## config.mk

```make
export PLATFORM = sky130hd
export DESIGN_NAME = sde_alu
export DESIGN_NICKNAME = d
export VERILOG_FILES = /design/src/rtl/sde_alu.sv
export SDC_FILE = /design/constraint.sdc
export NUM_CORES = 1
export LEC_CHECK = 0
export BUFFER_PORTS_ARGS = -buffer_cell sky130_fd_sc_hd__buf_2
export CAP_MARGIN = 20
export CORE_ASPECT_RATIO = 0.75
export CORE_MARGIN = 5
export CORE_UTILIZATION = 49
export DETAILED_ROUTE_END_ITERATION = 6
export PLACE_DENSITY = 0.85
export SYNTH_ARGS = -nofsm -noshare
export SYNTH_HDL_FRONTEND = slang
export SYNTH_SLANG_ARGS = --single-unit
```

## constraint.sdc

```tcl
create_clock -name vclk -period 10.3
set_input_delay 1.03 -clock vclk [all_inputs]
set_output_delay 1.03 -clock vclk [all_outputs]
set_load 0.02 [all_outputs]
```

## src/rtl/sde_alu.sv

```systemverilog
`default_nettype none

// Shared add and compare unit: sum = a + b, lt = (a + b) < c.
module sde_alu #(
	parameter int DW = 22
) (
	input  wire logic [DW-1:0] a,
	input  wire logic [DW-1:0] b,
	input  wire logic [DW-1:0] c,
	output logic      [DW-1:0] sum,
	output logic               lt
);

	logic [DW:0] full;

	// One adder followed by one magnitude compare.
	always_comb begin
		full = {1'b0, a} + {1'b0, b};
		sum  = full[DW-1:0];
		lt   = full < {1'b0, c};
	end

endmodule

`default_nettype wire

```

==> results_dict.tcl, run 1 <==
set metrics [dict create \
    status "finished clean" \
    cts.hold.buffers_added 0 \
    synth_top_area_cell "ha_1" \
    synth_common_cells "ha_1 (43), inv_1 (32), a21oi_1 (25)" \
    grt_max_degree 11 \
    syn_area_um2 1690 \
    drt-total-wl_um 4740 \
    max_freq_mhz 185 \
    drive_gt1_frac 0.290 \
    die_w_um 77.8 \
    row_count 18 \
    synth_fp_nets 351 \
    fin_ws_ns 4.88 \
    post-route-min-period_ns 5.42 \
    grt_pass1_vias 1827 \
    core-area_um2 3310 \
    worst-path-max-fanout 3 \
    syn_avg_cell_area_um2 7.01 \
    hold_class "in -> out" \
    grtUsageTotal 0.191 \
    top_layer "met4" \
    num_antenna_cells 0 \
    dieArea_um2 4730 \
    grt_pass1_wl_um 7730 \
    synthMostInstantiatedCell "ha_1" \
    drcViolationCount 0 \
    path_cells "buf_2 > ha_1 > inv_1 > fa_1 > nand2b_1 > a21o_1 > a21boi_0 > o21ai_0 > a211o_1 > nand3_1 > ha_1 > a21oi_1 > o211ai_1 > a211oi_1 > o31a_1 > nor4_1 > nor4_1 > buf_2" \
    dr_total_vias 1987 \
    maxSlewViolCount 0 \
    boundaryPins 89 \
    slowest_stage "fa_1" \
    power_frac_comb 1.000 \
    syn2layout_area_growth_pct 28.8 \
    dr.pass1.iters 4 \
    drtAntennaViolNets 0 \
    netSwitchingPower_mw 0.109 \
    synthTopCellsByArea "ha_1 (32%), a21oi_1 (7.4%), inv_1 (7.1%)" \
    power_density_nw_per_um2 84.4 \
    hold_viol_final 0 \
    endpoint_kind "output port" \
    drt_iter0_drc 43 \
    nClkBuffers 0 \
    finalCritPeriodShare 0.526 \
    finalPower_mw 0.184 \
    power_leakage_nw 1.21 \
    pre_cts_ws_ns 4.92 \
    fin_tns_setup_ns 0 \
    ys_seq_area_frac 0 \
    cts_resized 0 \
    dr_wl_met2_um 2110 \
    peakVddDrop_uv 37.1 \
    gp_congestion 0.906 \
    worstMarginPinSlew_ns 0.512 \
    timing.hold.ws_ns 2.43 \
    p_int_mw 0.0748 \
    startpoint_type "input port" \
    wl_per_cell_um 12.9 \
    ys_types 43 \
    wl_met3_um 272 \
    ys.warnings.count 0 \
    rsz0062_at_grt "no" \
    yosysTopAreaCellShare 0.319 \
    drt-met1-wl_um 2330 \
    vias_per_cell 5.40 \
    start_util 0.510 \
    nets 440 \
    arrival_ns 4.39 \
    cts_setup_buffers 0 \
    synth_cells 241 \
    regArea_um2 0 \
    seq_cells 0 \
    worst_ep_required_time_ns 9.27 \
    pwr-share-seq 0 \
    critPathKind "in -> out" \
    io_buffers 89 \
    drv_cap 0 \
    setup_viol 0 \
    dpl.hpwl_um 4290 \
    netSwitchingFraction 0.592 \
    clock_power_share 0 \
    slowest_delay_ns 0.39 \
    gr-total-overflow 0 \
    slew_headroom 0.656 \
    antenna_found_initial 0 \
    die_h_um 60.8 \
]
routing by layer:
| layer | up-vias | track usage |
|---|---|---|
| met1 | 864 | 0.269 |
| met5 | - | 0 |
| met4 | 0 | 0.0221 |
| li1 | 1062 | - |
| met3 | 6 | 0.0178 |
| met2 | 55 | 0.328 |
cell families (layout without fill, tap and decap cells):
| group | Yosys count | after routing | synth area share |
|---|---|---|---|
| adder cells (fa/ha/maj) | 44 | 44 | 0.330 |
| AND/OR/NAND/NOR | 70 | 70 | 0.204 |
| AO/OA/AOI/OAI | 77 | 77 | 0.306 |
| XOR/XNOR | 16 | 16 | 0.0830 |
| buffers and inverters | 34 | 121 | 0.0763 |
critical path, delay by kind of cell:
family / cells / cell delay, ns
and+or+nand+nor: 4 / 0.56
buffers and inverters: 3 / 0.34
AOI/OAI and AO/OA: 8 / 1.61
adders and majority gates: 3 / 0.82
path summary, 6_finish.rpt:
path              from  endpoint  slack (ns)  depth (start not counted)
setup / recovery  a[0]        lt        4.88                         18
hold / removal    b[0]    sum[0]        2.43                          3
area by class of cell:
| cell class | count | area [µm²] |
|---|---|---|
| Multi-Input combinational cell | 207 | 1560 |
| Fill cell | 320 | 1130 |
| Timing Repair Buffer | 89 | 445 |
| Inverter | 32 | 120 |
| Tap cell | 40 | 50.0 |
layout by cell type (no fill, tap or decap), drive strengths merged, types with 2 or more instances in the layout:
| master | count |
|---|---|
| xor2 | 4 |
| a311oi | 2 |
| ha | 43 |
| nor3 | 5 |
| nand2b | 4 |
| a211oi | 3 |
| a21oi | 27 |
| a211o | 2 |
| a21o | 8 |
| nand2 | 18 |
| nor2 | 16 |
| o211ai | 4 |
| nand3 | 8 |
| nor2b | 5 |
| nor4 | 3 |
| o21bai | 3 |
| inv | 32 |
| o21a | 2 |
| xnor2 | 12 |
| nand4 | 5 |
| and3 | 2 |
| buf | 89 |
| o21ai | 16 |
per-stage QoR:
step | instances | cell area (µm²) | util
floorplan | 241 | 1690 | -
global placement | 368 | 2180 | 0.657
detailed placement | 368 | 2180 | 0.657
CTS | 368 | 2180 | 0.657
global route | 368 | 2180 | 0.657
finish | 368 | 2180 | 0.657
power groups by stage:
stage                     clock network, mW  logic, mW  registers, mW
final                                     0      0.184              0
after global routing                      0      0.206              0
after CTS                                 0      0.183              0
after detailed placement                  0      0.183              0
after global placement                    0      0.179              0
after floorplan                           0      0.128              0
(Power assumes the default switching activity.)
==> run 2: changes to the inputs <==
--- a/config.mk
+++ b/config.mk
@@ -5,13 +5,14 @@
 export SDC_FILE = /design/constraint.sdc
 export NUM_CORES = 1
 export LEC_CHECK = 0
+export ABC_AREA = 1
 export BUFFER_PORTS_ARGS = -buffer_cell sky130_fd_sc_hd__buf_2
 export CAP_MARGIN = 20
 export CORE_ASPECT_RATIO = 0.75
 export CORE_MARGIN = 5
 export CORE_UTILIZATION = 49
 export DETAILED_ROUTE_END_ITERATION = 6
-export PLACE_DENSITY = 0.85
+export PLACE_DENSITY = 0.83
 export SYNTH_ARGS = -nofsm -noshare
 export SYNTH_HDL_FRONTEND = slang
 export SYNTH_SLANG_ARGS = --single-unit
==> constraint.sdc (replaced) <==
create_clock -name vclk -period 5.3
set_input_delay 0.53 -clock vclk [all_inputs]
set_output_delay 0.53 -clock vclk [all_outputs]
set_load 0.02 [all_outputs]
==> run 2 against run 1 <==
  * Design area increased by 7.6%
  * Final cell count is 22% higher
  * First-iteration DRC count grew to 3.0 times the previous value
  * Power is 99% higher
  * Critical endpoint unchanged
  * Wire length rose by 9.0%
==> results_dict.tcl, run 2 <==
set metrics [dict create \
    status "finished clean" \
    power_density_nw_per_um2 156 \
    synth_cells 307 \
    boundaryPins 89 \
    slowest_stage "ha_1" \
    synth_common_cells "nand2_1 (76), inv_1 (51), ha_1 (43)" \
    regArea_um2 0 \
    ys_types 25 \
    fin_util 0.644 \
    drtAntennaViolNets 0 \
    row_count 19 \
    worst_ep_required_time_ns 4.77 \
    hold_viol_final 0 \
    drt-total-wl_um 5160 \
    drt_iter0_drc 131 \
    core-area_um2 3640 \
    setup_viol 0 \
    cp_top_family "compound AO/OA/AOI/OAI gates" \
    dpl.hpwl_um 4710 \
    path_cells "buf_2 > ha_1 > a21oi_1 > nand2_1 > a21oi_1 > nand2_2 > a21oi_1 > xnor2_1 > ha_1 > a21oi_1 > nand2_1 > nand2_1 > nand2_1 > a21oi_1 > nor2_1 > nor2_1 > nand2_1 > nor2_1 > buf_2" \
    worst-path-max-fanout 5 \
    yosysTopAreaCellShare 0.294 \
    syn_area_um2 1830 \
    drcViolationCount 0 \
    gp_congestion 0.910 \
    num_antenna_cells 0 \
    grtUsageTotal 0.196 \
    nets 508 \
    dieArea_um2 5070 \
    nClkBuffers 0 \
    synthTopCellsByArea "ha_1 (29%), nand2_1 (16%), inv_1 (10%)" \
    arrival_ns 3.17 \
    syn_avg_cell_area_um2 5.97 \
    maxSlewViolCount 0 \
    grt_pass1_vias 1958 \
    grt_pass1_wl_um 8470 \
    dr_total_vias 2287 \
    power_leakage_nw 1.40 \
    max_freq_mhz 270 \
    seq_cells 0 \
    cts.hold.buffers_added 0 \
    finalPower_mw 0.366 \
    slew_headroom 0.788 \
    io_buffers 89 \
    die_h_um 63.0 \
    final_common_cell "buf_2" \
    peakVddDrop_uv 69.7 \
    drv_cap 0 \
    finalCritPeriodShare 0.698 \
    synthMostInstantiatedCell "nand2_1" \
    worstMarginPinSlew_ns 0.315 \
    rsz0062_at_grt "no" \
    dr.pass1.iters 5 \
    startpoint_type "input port" \
    wl_per_cell_um 11.5 \
    grt_max_degree 7 \
    synth_top_area_cell "ha_1" \
    start_util 0.504 \
    syn2layout_area_growth_pct 27.9 \
    cts_setup_buffers 0 \
    post-route-min-period_ns 3.70 \
    cp_num_buf_inv 2 \
    ys_seq_area_frac 0 \
    endpoint_kind "output port" \
    cts_resized 0 \
    vias_per_cell 5.10 \
    antenna_found_initial 0 \
    synth_fp_nets 417 \
    drive_gt1_frac 0.273 \
    hold_class "in -> out" \
    fillers 364 \
    fin_tns_setup_ns 0 \
    gr-total-overflow 0 \
    ys.warnings.count 0 \
    slowest_delay_ns 0.38 \
    final_cell_mix "buf_2 (89), nand2_1 (76), inv_1 (51)" \
    critPathKind "in -> out" \
    die_w_um 80.6 \
]
run 2: changes by cell type in the layout (fill, tap and decap cells not counted), moves of 6 or more:
| cell | previous run | this run |
|---|---|---|
| xor2_1 | 4 | 11 |
| nand2_2 | 1 | 8 |
| inv_1 | 32 | 51 |
| xnor2_1 | 12 | 6 |
| nor2_1 | 16 | 28 |
| a21o_1 | 8 | 2 |
| a21oi_1 | 25 | 31 |
| nand2_1 | 17 | 76 |
run 2: cell families (layout without fill, tap and decap cells):
group | after synthesis | in the layout | share of synthesized area
buffers and inverters | 51 | 140 | 0.105
adder cells (fa/ha/maj) | 44 | 44 | 0.305
AND/OR/NAND/NOR | 144 | 144 | 0.356
XOR/XNOR | 17 | 17 | 0.0813
AO/OA/AOI/OAI | 51 | 51 | 0.154
run 2: stage by stage:
stage	std cells	hold slack, ns	instance area, µm²	setup slack, ns
after detailed placement	448	1.44	2340	1.64
after global routing	448	1.47	2340	1.28
after CTS	448	1.44	2340	1.63
after floorplan	307	1.27	1830	1.60
after global placement	448	1.43	2340	1.62
final	448	1.44	2340	1.60
run 2: power by group:
part	leakage (nW)	internal (mW)	switching, mW
combinational	1.40	0.137	0.228
sequential	0	0	0
clock	0	0	0
total	1.40	0.137	0.228
run 2: area by class of cell:
| type | instances | area, µm² | area share |
|---|---|---|---|
| Tap cell | 52 | 65.1 | 0.0278 |
| Timing Repair Buffer | 89 | 445 | 0.190 |
| Multi-Input combinational cell | 256 | 1640 | 0.700 |
| Inverter | 51 | 191 | 0.0817 |
run 2: tightest hold or removal path, stage by stage:
cell and delay (ns):
buf_2 0.08, ha_1 0.13, buf_2 0.17
run 2: metal layers:
layer,wire length (µm),up-vias,global-route usage
li1,-,1192,-
met5,0,-,0
met1,2650,1008,0.317
met4,0,0,0
met3,344,0,0.00432
met2,2170,87,0.301
run 2: path summary, 6_finish.rpt:
check | from | to | slack, ns | cells after the start
worst min-delay path | b[0] | sum[0] | 1.44 | 3
worst max-delay path | a[13] | lt | 1.60 | 19
